**src/hw/rtl/wall_column_texel_stepper_assert.svh**
```systemverilog
// Assertion macros for the wall column texel stepper.
// Included by RTL files that carry concurrent checks; no other dependencies.
`ifndef WALL_COLUMN_TEXEL_STEPPER_ASSERT_SVH
`define WALL_COLUMN_TEXEL_STEPPER_ASSERT_SVH

// Same-cycle implication.
`define WCTS_ASSERT_IMP(label, clk, rst, ante, cons) \
  label: assert property (@(posedge clk) disable iff (rst) (ante) |-> (cons)) \
    else $error("%m: same-cycle check failed");

// Next-cycle implication.
`define WCTS_ASSERT_NXT(label, clk, rst, ante, cons) \
  label: assert property (@(posedge clk) disable iff (rst) (ante) |=> (cons)) \
    else $error("%m: next-cycle check failed");

`endif

```
**src/hw/rtl/wcts_pkg.sv**
```systemverilog
// Shared constants, types and helper functions for the wall column texel stepper.
// No dependencies; compiled first.
package wcts_pkg;

  localparam int FRAC_BITS    = 16;
  localparam int COORD_BITS   = 12;
  localparam int LOG_BITS     = 4;
  localparam int MAX_TEX_LOG2 = 8;
  localparam int TEX_BITS     = 8;
  localparam int LINE_BITS    = 16;
  localparam int POS_BITS     = 24;
  localparam int DIR_BITS     = 18;
  localparam int FIX_BITS     = 2 * FRAC_BITS;
  localparam int DVD_BITS     = FRAC_BITS + MAX_TEX_LOG2 + 1;
  localparam int CNT_BITS     = $clog2(DVD_BITS);
  localparam int MUL_A_BITS   = DVD_BITS + 1;
  localparam int OFFSET_BITS  = LINE_BITS + 2;
  localparam int IDX_BITS     = 2;

  typedef enum logic [IDX_BITS-1:0] {
    REG_SCREEN_HEIGHT   = 2'd0,
    REG_TEX_WIDTH_LOG2  = 2'd1,
    REG_TEX_HEIGHT_LOG2 = 2'd2
  } reg_index_t;

  typedef enum logic [1:0] {
    ST_IDLE,
    ST_HIT,
    ST_DIV,
    ST_POS
  } state_t;

  function automatic logic [LOG_BITS-1:0] sat_log2(input logic [LOG_BITS-1:0] v);
    return (v > LOG_BITS'(MAX_TEX_LOG2)) ? LOG_BITS'(MAX_TEX_LOG2) : v;
  endfunction

  // Low lg bits set, lg at most MAX_TEX_LOG2.
  function automatic logic [TEX_BITS-1:0] tex_mask(input logic [LOG_BITS-1:0] lg);
    return TEX_BITS'(((TEX_BITS+1)'(1) << lg) - (TEX_BITS+1)'(1));
  endfunction

endpackage

```
**src/hw/rtl/wcts_channels.sv**
```systemverilog
// Valid/ready channel interfaces: column/pixel step requests in, pixel rows out.
// Depends on wcts_pkg for field widths.
interface wcts_step_if;
  logic                                  valid;
  logic                                  ready;
  logic                                  cmd;
  logic [wcts_pkg::COORD_BITS-1:0]       column_x;
  logic [wcts_pkg::COORD_BITS-1:0]       first_row;
  logic [wcts_pkg::COORD_BITS-1:0]       stop_row;
  logic [wcts_pkg::LINE_BITS-1:0]        wall_rows;
  logic [1:0]                            side;
  logic [wcts_pkg::POS_BITS-1:0]         pos_x;
  logic [wcts_pkg::POS_BITS-1:0]         pos_y;
  logic [wcts_pkg::POS_BITS-1:0]         perp_dist;
  logic signed [wcts_pkg::DIR_BITS-1:0]  dir_x;
  logic signed [wcts_pkg::DIR_BITS-1:0]  dir_y;

  modport source (output valid, cmd, column_x, first_row, stop_row, wall_rows, side,
                  pos_x, pos_y, perp_dist, dir_x, dir_y, input ready);
  modport sink (input valid, cmd, column_x, first_row, stop_row, wall_rows, side,
                pos_x, pos_y, perp_dist, dir_x, dir_y, output ready);
endinterface

interface wcts_pixel_if;
  logic                              valid;
  logic                              ready;
  logic [wcts_pkg::COORD_BITS-1:0]   screen_x;
  logic [wcts_pkg::COORD_BITS-1:0]   screen_y;
  logic [1:0]                        tex_select;
  logic [wcts_pkg::TEX_BITS-1:0]     texel_x;
  logic [wcts_pkg::TEX_BITS-1:0]     texel_y;
  logic                              last;

  modport source (output valid, screen_x, screen_y, tex_select, texel_x, texel_y, last,
                  input ready);
  modport sink (input valid, screen_x, screen_y, tex_select, texel_x, texel_y, last,
                output ready);
endinterface

```
**src/hw/rtl/wcts_divider.sv**
```systemverilog
// Restoring divider, one quotient bit per cycle, for the texture step.
// Depends on wcts_pkg.
module wcts_divider (
  input  logic                               clk,
  input  logic                               rst,
  input  logic                               start,
  input  logic [wcts_pkg::DVD_BITS-1:0]      dividend,
  input  logic [wcts_pkg::LINE_BITS-1:0]     divisor,
  output logic                               busy,
  output logic [wcts_pkg::DVD_BITS-1:0]      quotient
);

  logic [wcts_pkg::DVD_BITS-1:0]   dvd;
  logic [wcts_pkg::LINE_BITS-1:0]  rem;
  logic [wcts_pkg::LINE_BITS-1:0]  dsr;
  logic [wcts_pkg::CNT_BITS-1:0]   cnt;
  logic [wcts_pkg::LINE_BITS:0]    trial;
  logic [wcts_pkg::LINE_BITS+1:0]  diff;
  logic                            fits;

  assign trial = {rem, dvd[wcts_pkg::DVD_BITS-1]};
  assign diff  = {1'b0, trial} - {2'b00, dsr};
  assign fits  = !diff[wcts_pkg::LINE_BITS+1];

  always_ff @(posedge clk) begin
    if (rst) begin
      busy <= 1'b0;
    end else if (start) begin
      busy <= 1'b1;
    end else if (busy && cnt == '0) begin
      busy <= 1'b0;
    end
  end

  always_ff @(posedge clk) begin
    if (start) begin
      dvd      <= dividend;
      rem      <= '0;
      dsr      <= divisor;
      quotient <= '0;
      cnt      <= wcts_pkg::CNT_BITS'(wcts_pkg::DVD_BITS - 1);
    end else if (busy) begin
      dvd      <= dvd << 1;
      rem      <= fits ? diff[wcts_pkg::LINE_BITS-1:0] : trial[wcts_pkg::LINE_BITS-1:0];
      quotient <= {quotient[wcts_pkg::DVD_BITS-2:0], fits};
      cnt      <= cnt - wcts_pkg::CNT_BITS'(1);
    end
  end

endmodule

```
**src/hw/rtl/wcts_mul.sv**
```systemverilog
// Shared signed multiplier with registered product, low word kept.
// Depends on wcts_pkg.
module wcts_mul (
  input  logic                                  clk,
  input  logic signed [wcts_pkg::MUL_A_BITS-1:0] a,
  input  logic signed [wcts_pkg::DIR_BITS-1:0]   b,
  output logic [wcts_pkg::FIX_BITS-1:0]          product
);

  logic signed [wcts_pkg::MUL_A_BITS+wcts_pkg::DIR_BITS-1:0] full;

  assign full = a * b;

  always_ff @(posedge clk) begin
    product <= full[wcts_pkg::FIX_BITS-1:0];
  end

endmodule

```
**src/hw/rtl/wall_column_texel_stepper.sv**
```systemverilog
// Wall column texel stepper top level: sequencer, state and output register.
// Depends on wcts_pkg, wcts_channels, wcts_divider, wcts_mul and the assert header.
//
// Usage:
//   step  : valid/ready request channel. cmd 0 starts a column (latches the
//           column, computes texture column, step and start position);
//           cmd 1 produces the next pixel row of the column.
//   pixel : valid/ready result channel, one transaction per live pixel step,
//           last set on the final row. A step past the draw end emits nothing.
//   cfg_* : write-only register port (screen height, texture size logs); the user
//           must write it only while the block is idle, which the block does not enforce.
//   A row is registered and shown in the cycle after its step is accepted, and
//   a new step is taken while that row waits, provided the receiver takes it
//   in the same cycle.
//   A column start runs one multiply for the wall hit while the bit-serial
//   divider computes the step, then one multiply for the start position. Both
//   multiplies share one multiplier. ready is low throughout.
//   Reset (synchronous, active high) clears the column state, restores the
//   register defaults (480, 6, 6) and empties the output register. A stalled
//   receiver holds the row and blocks further requests.
module wall_column_texel_stepper (
  input  logic                              clk,
  input  logic                              rst,
  input  logic                              cfg_write,
  input  logic [wcts_pkg::IDX_BITS-1:0]     cfg_index,
  input  logic [wcts_pkg::COORD_BITS-1:0]   cfg_data,
  wcts_step_if.sink                         step,
  wcts_pixel_if.source                      pixel
);

  `include "wall_column_texel_stepper_assert.svh"

  wcts_pkg::state_t state;
  wcts_pkg::state_t state_next;

  logic [wcts_pkg::COORD_BITS-1:0]  screen_height;
  logic [wcts_pkg::LOG_BITS-1:0]    tex_width_log2;
  logic [wcts_pkg::LOG_BITS-1:0]    tex_height_log2;

  logic [wcts_pkg::COORD_BITS-1:0]  current_row;
  logic [wcts_pkg::COORD_BITS-1:0]  end_row;
  logic [wcts_pkg::COORD_BITS-1:0]  column_latch;
  logic [1:0]                       side_latch;
  logic [wcts_pkg::TEX_BITS-1:0]    texture_column;
  logic [wcts_pkg::FIX_BITS-1:0]    tex_position;
  logic [wcts_pkg::FIX_BITS-1:0]    tex_step;

  logic [wcts_pkg::FRAC_BITS-1:0]   pos_frac;
  logic                             mirror;
  logic [wcts_pkg::LOG_BITS-1:0]    wlog;
  logic [wcts_pkg::OFFSET_BITS-1:0] offset;

  logic                             pix_valid;
  logic [wcts_pkg::COORD_BITS-1:0]  pix_screen_x;
  logic [wcts_pkg::COORD_BITS-1:0]  pix_screen_y;
  logic [1:0]                       pix_tex_select;
  logic [wcts_pkg::TEX_BITS-1:0]    pix_texel_x;
  logic [wcts_pkg::TEX_BITS-1:0]    pix_texel_y;
  logic                             pix_last;

  logic step_take, col_start, pix_take, row_live, pix_emit;
  logic ew, mirror_in, div_start, div_busy;
  logic [wcts_pkg::LINE_BITS-1:0]   lh_eff;
  logic [wcts_pkg::LOG_BITS-1:0]    hlog_now;
  logic [wcts_pkg::DVD_BITS-1:0]    dividend;
  logic [wcts_pkg::DVD_BITS-1:0]    div_quotient;
  logic [wcts_pkg::OFFSET_BITS-1:0] offset_in;
  logic [wcts_pkg::MUL_A_BITS-1:0]  mul_a;
  logic [wcts_pkg::DIR_BITS-1:0]    mul_b;
  logic [wcts_pkg::FIX_BITS-1:0]    mul_prod;
  logic [wcts_pkg::FIX_BITS-1:0]    hit;
  logic [wcts_pkg::TEX_BITS-1:0]    tx_raw;
  logic [wcts_pkg::TEX_BITS-1:0]    tx_final;
  logic [wcts_pkg::COORD_BITS-1:0]  row_inc;

  assign step.ready = (state == wcts_pkg::ST_IDLE) && (!pix_valid || pixel.ready);
  assign step_take  = step.valid && step.ready;
  assign col_start  = step_take && !step.cmd;
  assign pix_take   = step_take && step.cmd;
  assign row_live   = current_row < end_row;
  assign pix_emit   = pix_take && row_live;
  assign row_inc    = current_row + wcts_pkg::COORD_BITS'(1);

  // Column start operands
  assign ew        = step.side[1];
  assign lh_eff    = (step.wall_rows == '0) ? wcts_pkg::LINE_BITS'(1) : step.wall_rows;
  assign hlog_now  = wcts_pkg::sat_log2(tex_height_log2);
  assign dividend  = wcts_pkg::DVD_BITS'(1)
                     << (wcts_pkg::CNT_BITS'(hlog_now) + wcts_pkg::CNT_BITS'(wcts_pkg::FRAC_BITS));
  assign offset_in = wcts_pkg::OFFSET_BITS'(step.first_row)
                     - wcts_pkg::OFFSET_BITS'(screen_height >> 1)
                     + wcts_pkg::OFFSET_BITS'(lh_eff >> 1);
  assign mirror_in = ew ? (!step.dir_x[wcts_pkg::DIR_BITS-1] && step.dir_x != '0)
                        : step.dir_y[wcts_pkg::DIR_BITS-1];

  // Multiplier operand select: wall hit while idle, start position otherwise
  assign mul_a = (state == wcts_pkg::ST_IDLE) ? wcts_pkg::MUL_A_BITS'(step.perp_dist)
                                              : wcts_pkg::MUL_A_BITS'(div_quotient);
  assign mul_b = (state == wcts_pkg::ST_IDLE) ? (ew ? step.dir_y : step.dir_x)
                                              : wcts_pkg::DIR_BITS'(offset);

  // Fractional hit and texture column
  assign hit      = {pos_frac, {wcts_pkg::FRAC_BITS{1'b0}}} + mul_prod;
  assign tx_raw   = hit[wcts_pkg::FIX_BITS-1 -: wcts_pkg::TEX_BITS]
                    >> (wcts_pkg::LOG_BITS'(wcts_pkg::MAX_TEX_LOG2) - wlog);
  assign tx_final = mirror ? (tx_raw ^ wcts_pkg::tex_mask(wlog)) : tx_raw;

  wcts_divider u_div (
    .clk      (clk),
    .rst      (rst),
    .start    (div_start),
    .dividend (dividend),
    .divisor  (lh_eff),
    .busy     (div_busy),
    .quotient (div_quotient)
  );

  wcts_mul u_mul (
    .clk     (clk),
    .a       (mul_a),
    .b       (mul_b),
    .product (mul_prod)
  );

  always_ff @(posedge clk) begin
    if (rst) begin
      state <= wcts_pkg::ST_IDLE;
    end else begin
      state <= state_next;
    end
  end

  always_comb begin
    state_next = state;
    div_start  = 1'b0;
    case (state)
      wcts_pkg::ST_IDLE: begin
        if (col_start) begin
          state_next = wcts_pkg::ST_HIT;
          div_start  = 1'b1;
        end
      end
      wcts_pkg::ST_HIT: begin
        state_next = wcts_pkg::ST_DIV;
      end
      wcts_pkg::ST_DIV: begin
        if (!div_busy) begin
          state_next = wcts_pkg::ST_POS;
        end
      end
      wcts_pkg::ST_POS: begin
        state_next = wcts_pkg::ST_IDLE;
      end
      default: begin
        state_next = wcts_pkg::ST_IDLE;
      end
    endcase
  end

  always_ff @(posedge clk) begin
    if (rst) begin
      screen_height   <= wcts_pkg::COORD_BITS'(480);
      tex_width_log2  <= wcts_pkg::LOG_BITS'(6);
      tex_height_log2 <= wcts_pkg::LOG_BITS'(6);
      current_row     <= '0;
      end_row         <= '0;
      column_latch    <= '0;
      side_latch      <= '0;
      texture_column  <= '0;
      tex_position    <= '0;
      tex_step        <= '0;
      pix_valid       <= 1'b0;
    end else begin
      if (cfg_write) begin
        case (cfg_index)
          wcts_pkg::REG_SCREEN_HEIGHT:   screen_height   <= cfg_data;
          wcts_pkg::REG_TEX_WIDTH_LOG2:  tex_width_log2  <= cfg_data[wcts_pkg::LOG_BITS-1:0];
          wcts_pkg::REG_TEX_HEIGHT_LOG2: tex_height_log2 <= cfg_data[wcts_pkg::LOG_BITS-1:0];
          default: ;
        endcase
      end
      if (pix_emit) begin
        pix_valid <= 1'b1;
      end else if (pixel.ready) begin
        pix_valid <= 1'b0;
      end
      if (col_start) begin
        current_row  <= step.first_row;
        end_row      <= step.stop_row;
        column_latch <= step.column_x;
        side_latch   <= step.side;
      end
      if (pix_emit) begin
        current_row  <= row_inc;
        tex_position <= tex_position + tex_step;
      end
      if (state == wcts_pkg::ST_HIT) begin
        texture_column <= tx_final;
      end
      if (state == wcts_pkg::ST_POS) begin
        tex_position <= mul_prod;
        tex_step     <= wcts_pkg::FIX_BITS'(div_quotient);
      end
    end
  end

  always_ff @(posedge clk) begin
    if (col_start) begin
      pos_frac <= ew ? step.pos_y[wcts_pkg::FRAC_BITS-1:0] : step.pos_x[wcts_pkg::FRAC_BITS-1:0];
      mirror   <= mirror_in;
      wlog     <= wcts_pkg::sat_log2(tex_width_log2);
      offset   <= offset_in;
    end
    if (pix_emit) begin
      pix_screen_x   <= column_latch;
      pix_screen_y   <= current_row;
      pix_tex_select <= side_latch;
      pix_texel_x    <= texture_column;
      pix_texel_y    <= tex_position[wcts_pkg::FRAC_BITS +: wcts_pkg::TEX_BITS]
                        & wcts_pkg::tex_mask(hlog_now);
      pix_last       <= (row_inc == end_row);
    end
  end

  assign pixel.valid      = pix_valid;
  assign pixel.screen_x   = pix_screen_x;
  assign pixel.screen_y   = pix_screen_y;
  assign pixel.tex_select = pix_tex_select;
  assign pixel.texel_x    = pix_texel_x;
  assign pixel.texel_y    = pix_texel_y;
  assign pixel.last       = pix_last;

  `WCTS_ASSERT_NXT(a_start_runs_div, clk, rst, col_start, state == wcts_pkg::ST_HIT && div_busy)
  `WCTS_ASSERT_NXT(a_div_to_pos, clk, rst, state == wcts_pkg::ST_DIV && !div_busy, state == wcts_pkg::ST_POS)
  `WCTS_ASSERT_NXT(a_row_shown, clk, rst, pix_emit, pixel.valid && pixel.screen_y == $past(current_row))
  `WCTS_ASSERT_NXT(a_dead_step_holds, clk, rst, pix_take && !row_live, $stable(tex_position) && $stable(current_row))

endmodule
```
**src/flat_wrapper.sv**
```systemverilog
// flat-port wrapper written by rule: the top's interface ports become plain ports
module wall_column_texel_stepper_flat 
  (clk, rst, cfg_write, cfg_index, cfg_data, step_valid, step_cmd, step_column_x, step_first_row, step_stop_row, step_wall_rows, step_side, step_pos_x, step_pos_y, step_perp_dist, step_dir_x, step_dir_y, step_ready, pixel_valid, pixel_screen_x, pixel_screen_y, pixel_tex_select, pixel_texel_x, pixel_texel_y, pixel_last, pixel_ready);
  wcts_step_if step_i ();
  wcts_pixel_if pixel_i ();
  input  logic clk;
  input  logic rst;
  input  logic cfg_write;
  input  logic [wcts_pkg::IDX_BITS-1:0] cfg_index;
  input  logic [wcts_pkg::COORD_BITS-1:0] cfg_data;
  input wire logic [$bits(step_i.valid)-1:0] step_valid;
  input wire logic [$bits(step_i.cmd)-1:0] step_cmd;
  input wire logic [$bits(step_i.column_x)-1:0] step_column_x;
  input wire logic [$bits(step_i.first_row)-1:0] step_first_row;
  input wire logic [$bits(step_i.stop_row)-1:0] step_stop_row;
  input wire logic [$bits(step_i.wall_rows)-1:0] step_wall_rows;
  input wire logic [$bits(step_i.side)-1:0] step_side;
  input wire logic [$bits(step_i.pos_x)-1:0] step_pos_x;
  input wire logic [$bits(step_i.pos_y)-1:0] step_pos_y;
  input wire logic [$bits(step_i.perp_dist)-1:0] step_perp_dist;
  input wire logic [$bits(step_i.dir_x)-1:0] step_dir_x;
  input wire logic [$bits(step_i.dir_y)-1:0] step_dir_y;
  output wire logic [$bits(step_i.ready)-1:0] step_ready;
  output wire logic [$bits(pixel_i.valid)-1:0] pixel_valid;
  output wire logic [$bits(pixel_i.screen_x)-1:0] pixel_screen_x;
  output wire logic [$bits(pixel_i.screen_y)-1:0] pixel_screen_y;
  output wire logic [$bits(pixel_i.tex_select)-1:0] pixel_tex_select;
  output wire logic [$bits(pixel_i.texel_x)-1:0] pixel_texel_x;
  output wire logic [$bits(pixel_i.texel_y)-1:0] pixel_texel_y;
  output wire logic [$bits(pixel_i.last)-1:0] pixel_last;
  input wire logic [$bits(pixel_i.ready)-1:0] pixel_ready;
  assign step_i.valid = step_valid;
  assign step_i.cmd = step_cmd;
  assign step_i.column_x = step_column_x;
  assign step_i.first_row = step_first_row;
  assign step_i.stop_row = step_stop_row;
  assign step_i.wall_rows = step_wall_rows;
  assign step_i.side = step_side;
  assign step_i.pos_x = step_pos_x;
  assign step_i.pos_y = step_pos_y;
  assign step_i.perp_dist = step_perp_dist;
  assign step_i.dir_x = step_dir_x;
  assign step_i.dir_y = step_dir_y;
  assign step_ready = step_i.ready;
  assign pixel_valid = pixel_i.valid;
  assign pixel_screen_x = pixel_i.screen_x;
  assign pixel_screen_y = pixel_i.screen_y;
  assign pixel_tex_select = pixel_i.tex_select;
  assign pixel_texel_x = pixel_i.texel_x;
  assign pixel_texel_y = pixel_i.texel_y;
  assign pixel_last = pixel_i.last;
  assign pixel_i.ready = pixel_ready;
  wall_column_texel_stepper u_core (.clk(clk), .rst(rst), .cfg_write(cfg_write), .cfg_index(cfg_index), .cfg_data(cfg_data), .step(step_i), .pixel(pixel_i));
endmodule
```
**config.mk**
```make
export PLATFORM = sky130hd
export DESIGN_NAME = wall_column_texel_stepper_flat
export DESIGN_NICKNAME = d
export VERILOG_FILES = /design/src/hw/rtl/wcts_pkg.sv /design/src/hw/rtl/wcts_channels.sv /design/src/hw/rtl/wcts_divider.sv /design/src/hw/rtl/wcts_mul.sv /design/src/hw/rtl/wall_column_texel_stepper.sv /design/src/flat_wrapper.sv
export VERILOG_INCLUDE_DIRS = /design/src /design/src/hw/rtl
export SDC_FILE = /design/constraint.sdc
export NUM_CORES = 2
export LEC_CHECK = 0
export BUFFER_PORTS_ARGS = -buffer_cell sky130_fd_sc_hd__buf_2
export CAP_MARGIN = 20
export CORE_ASPECT_RATIO = 0.9
export CORE_MARGIN = 1.5
export CORE_UTILIZATION = 57
export DETAILED_ROUTE_END_ITERATION = 8
export PLACE_DENSITY = 0.9
export SYNTH_ARGS = -nofsm -noshare
export SYNTH_HDL_FRONTEND = slang
export SYNTH_HIERARCHICAL = 1
export SYNTH_SLANG_ARGS = --single-unit
```
**constraint.sdc**
```tcl
create_clock -name clk -period 7.2 [get_ports clk]
set_clock_uncertainty 0.15 [all_clocks]
set_input_delay 0.72 -clock clk [delete_from_list [all_inputs] [get_ports clk]]
set_output_delay 0.72 -clock clk [all_outputs]
set_load 0.02 [all_outputs]
```
==> impl_metrics.yaml <==
synthesis:
  synthDistinctLibCells: 86
  ys_async_sr_fraction_pct: 0
  avgSynthCellArea_sq_um: 9.142
  ys_warn_count: 6
  synth_flop_cell: "dfxtp_1"
  ys_ff_latch: 317
  netlist_area_sq_mm: 0.02972
  synth_edf_count: 122
  postSynthCellCount: 3251
  synth_seq_area_share_pct: 25.46
setup_path:
  crit_fanout: 8
  critPathLaunch: "u_core/state[1]$_SDFFE_PP0P_"
  crit_arrival_ns: 7.51
  crit_top_cell: "fa_1"
  cp.required_ns: 7.52
  start_kind: "register"
  ff2ff_path_depth: 25
  critPathMaxStageDelay_ns: 0.58
  path_class: "register to register"
  worstSetupEndpointType: "register"
  regToRegStartpoint: "u_core/state[1]$_SDFFE_PP0P_"
  cpMaxStageDelayCell: "fa_1"
clock_network:
  cts_buffer_depth: 3
  insertion_delay_ns: 0.60
  h-tree-depth: 1
  cts_buffers: 31
  tritoncts: "done"
  clk_pin_slew_ns: 0.06
  cts_num_sinks: 317
  root_buffer: "clkbuf_16"
cells_and_area:
  fillers: 3670
  nets: 4199
  drive_above_1_share_pct: 14.41
  final_common_cell: "inv_1"
  syn_to_final_growth_pct: 12.01
  design_area_sq_mm: 0.03329
  layout_common_cells: "515 x inv_1, 397 x nand2_1, 333 x fa_1"
grt:
  grt_max_degree: 85
  grt_use_total_pct: 30.14
  antenna_found_initial: 7
  grt_pass1_wl_mm: 128.1
  grt_pass1_vias: 24720
  overflow: 0
worst_hold_path:
  holdPathStages: 2
  min_path_type: "primary input to register"
  hp-start: "cfg_data[7]"
placement:
  hpwlAfterDp_mm: 61.44
  dpl_cell_area_sq_mm: 0.03205
  port_buffers: 210
  routabilityCongestion: 0.9460
detailed_routing:
  dr.pass1.iters: 8
  ant_nets: 0
  vias: 24840
  first_iter_violations: 2379
  wire_per_inst_microns: 19.84
  post-route-drc-count: 0
  wl_mm: 83.32
  viasPerCell: 5.916
sta:
  worst_pin_slew_ns: 1.086
  setup_viol: 0
  finalCritPeriodShare_pct: 99.88
  slew_viol_final: 0
  whs_ns: 0.1746
  slew_headroom_pct: 27.60
  setup_tns_ns: 0
  fmax_mhz: 139.1
  period_minus_slack_ns: 7.191
  finalHoldViolCount: 0
die:
  coreArea_sq_mm: 0.05160
  die_area_sq_mm: 0.05353
  initial_core_util_pct: 57.60
  chipWidth_microns: 243.7
  pin_count: 227
  num_rows: 79
  die_h_microns: 219.6
run:
  cap_violations: 0
outcome:
  status: "completed"
-- cell type report --
type	count	area [sq um]	share of cell area, %
sequential	317	7569	22.73
tap	688	860.8	2.586
multi-input combinational	2279	19830	59.55
clock inverter	12	100.1	0.3006
timing repair buffer	334	2100	6.306
antenna	7	17.52	0.05261
clock buffer	42	868.3	2.608
inverter	520	1952	5.863
-- registers in the layout, summed over array words and instances, names as in the netlist, 16 cells and up --
signal / count
u_core/offset: 17
u_core/pos_frac: 16
u_core/tex_position: 24
u_core/tex_step: 24
u_core/u_div/dsr: 16
u_core/u_div/dvd: 25
u_core/u_div/quotient: 25
u_core/u_div/rem: 16
u_core/u_mul/product: 32
-- worst paths after layout --
kind / endpoint / slack (ns)
min: u_core/screen_height[7]$_SDFFE_PP1P_ / 0.17
max reg2reg: u_core/u_mul/product[31]$_DFF_P_ / 0.009
min reg2reg: u_core/pixel.screen_x[8]$_DFFE_PP_ / 0.28
max: u_core/u_mul/product[31]$_DFF_P_ / 0.009
-- cells in the mapped netlist, types with 8 or more instances --
cell      count  area, sq um
inv_1       519         1948
nand2_1     397         1490
fa_1        334         6686
nor2_1      211        792.0
ha_1        200         2502
dfxtp_1     195         3904
and2_1      169         1057
a21oi_1     145        725.7
clkbuf_1    142        533.0
edfxtp_1    122         3664
xnor2_1      94        823.3
mux2i_1      79        790.8
o21ai_0      75        375.4
mux2_2       66        743.2
xor2_1       39        341.6
nand3_1      38        190.2
a21o_1       33        247.7
nand2b_1     28        175.2
nor3_1       28        140.1
and3_1       25        156.4
nor2b_1      25        156.4
nor4_1       18        112.6
o211ai_1     17        127.6
nor3b_1      15        112.6
a211oi_1     14        105.1
a31oi_1      14        87.58
o21a_1       13        97.59
a221oi_1     12        105.1
a311oi_1     12        105.1
a211o_1      11        96.34
a21boi_0     10        75.07
buf_1        10        37.54
o21bai_1      9        67.56
nand4_1       8        50.05
or2_2         8        50.05
-- worst max-delay path, delay by kind of cell, from the launching register on --
kind | cells | cell delay, ns
AOI/OAI and AO/OA | 5 | 1.07
xor gates and xnor gates | 1 | 0.09
adders and majority gates | 8 | 3.76
buffers and inverters | 7 | 0.68
DFF | 1 | 0.34
muxes | 1 | 0.36
and+or+nand+nor | 3 | 0.60
-- timing repair --
| item | CTS | global route |
|---|---|---|
| pin swaps | 0 | 4 |
| cloned | 0 | 2 |
| gates resized for setup | 1 | 35 |
| buffers inserted | 0 | 11 |
| hold buffers | 0 | 0 |
| setup endpoints to repair | 5 | 13 |
-- logic make-up (layout without fill, tap and decap cells) --
group / count (synthesis) / count (layout) / synth area share, %
adders and majority gates: 534 / 534 / 30.92
xor gates and xnor gates: 133 / 133 / 3.919
buffers and inverters: 679 / 908 / 8.647
muxes: 145 / 146 / 5.161
AOI/OAI and AO/OA: 447 / 448 / 10.13
DFF: 317 / 317 / 25.46
and+or+nand+nor: 995 / 995 / 15.76
other: 1 / 30 / 0.01262
-- metal layers --
metal / vias to the layer above / GRT usage [%] / part of all wire (%)
met3: 397 / 5.346 / 9.8
met1: 12030 / 37.22 / 37
li1: 10940 / - / -
met5: - / 0 / 0.014
met4: 2 / 12.41 / 5.5
met2: 1479 / 52.29 / 48
-- through the flow --
step | setup WS [ns] | instances | utilization, %
after floorplan | 0.03787 | 3273 | -
after global placement | -0.01118 | 4126 | 62.12
after detailed placement | -0.1313 | 4126 | 62.12
after CTS | 0.04144 | 4180 | 64.02
after global routing | -0.2455 | 4198 | 64.52
final | 0.008777 | 4199 | 64.53
Power is left out: the tool's default activity adds up to more than one toggle a clock period on the data nets, which glitch-free logic cannot reach.
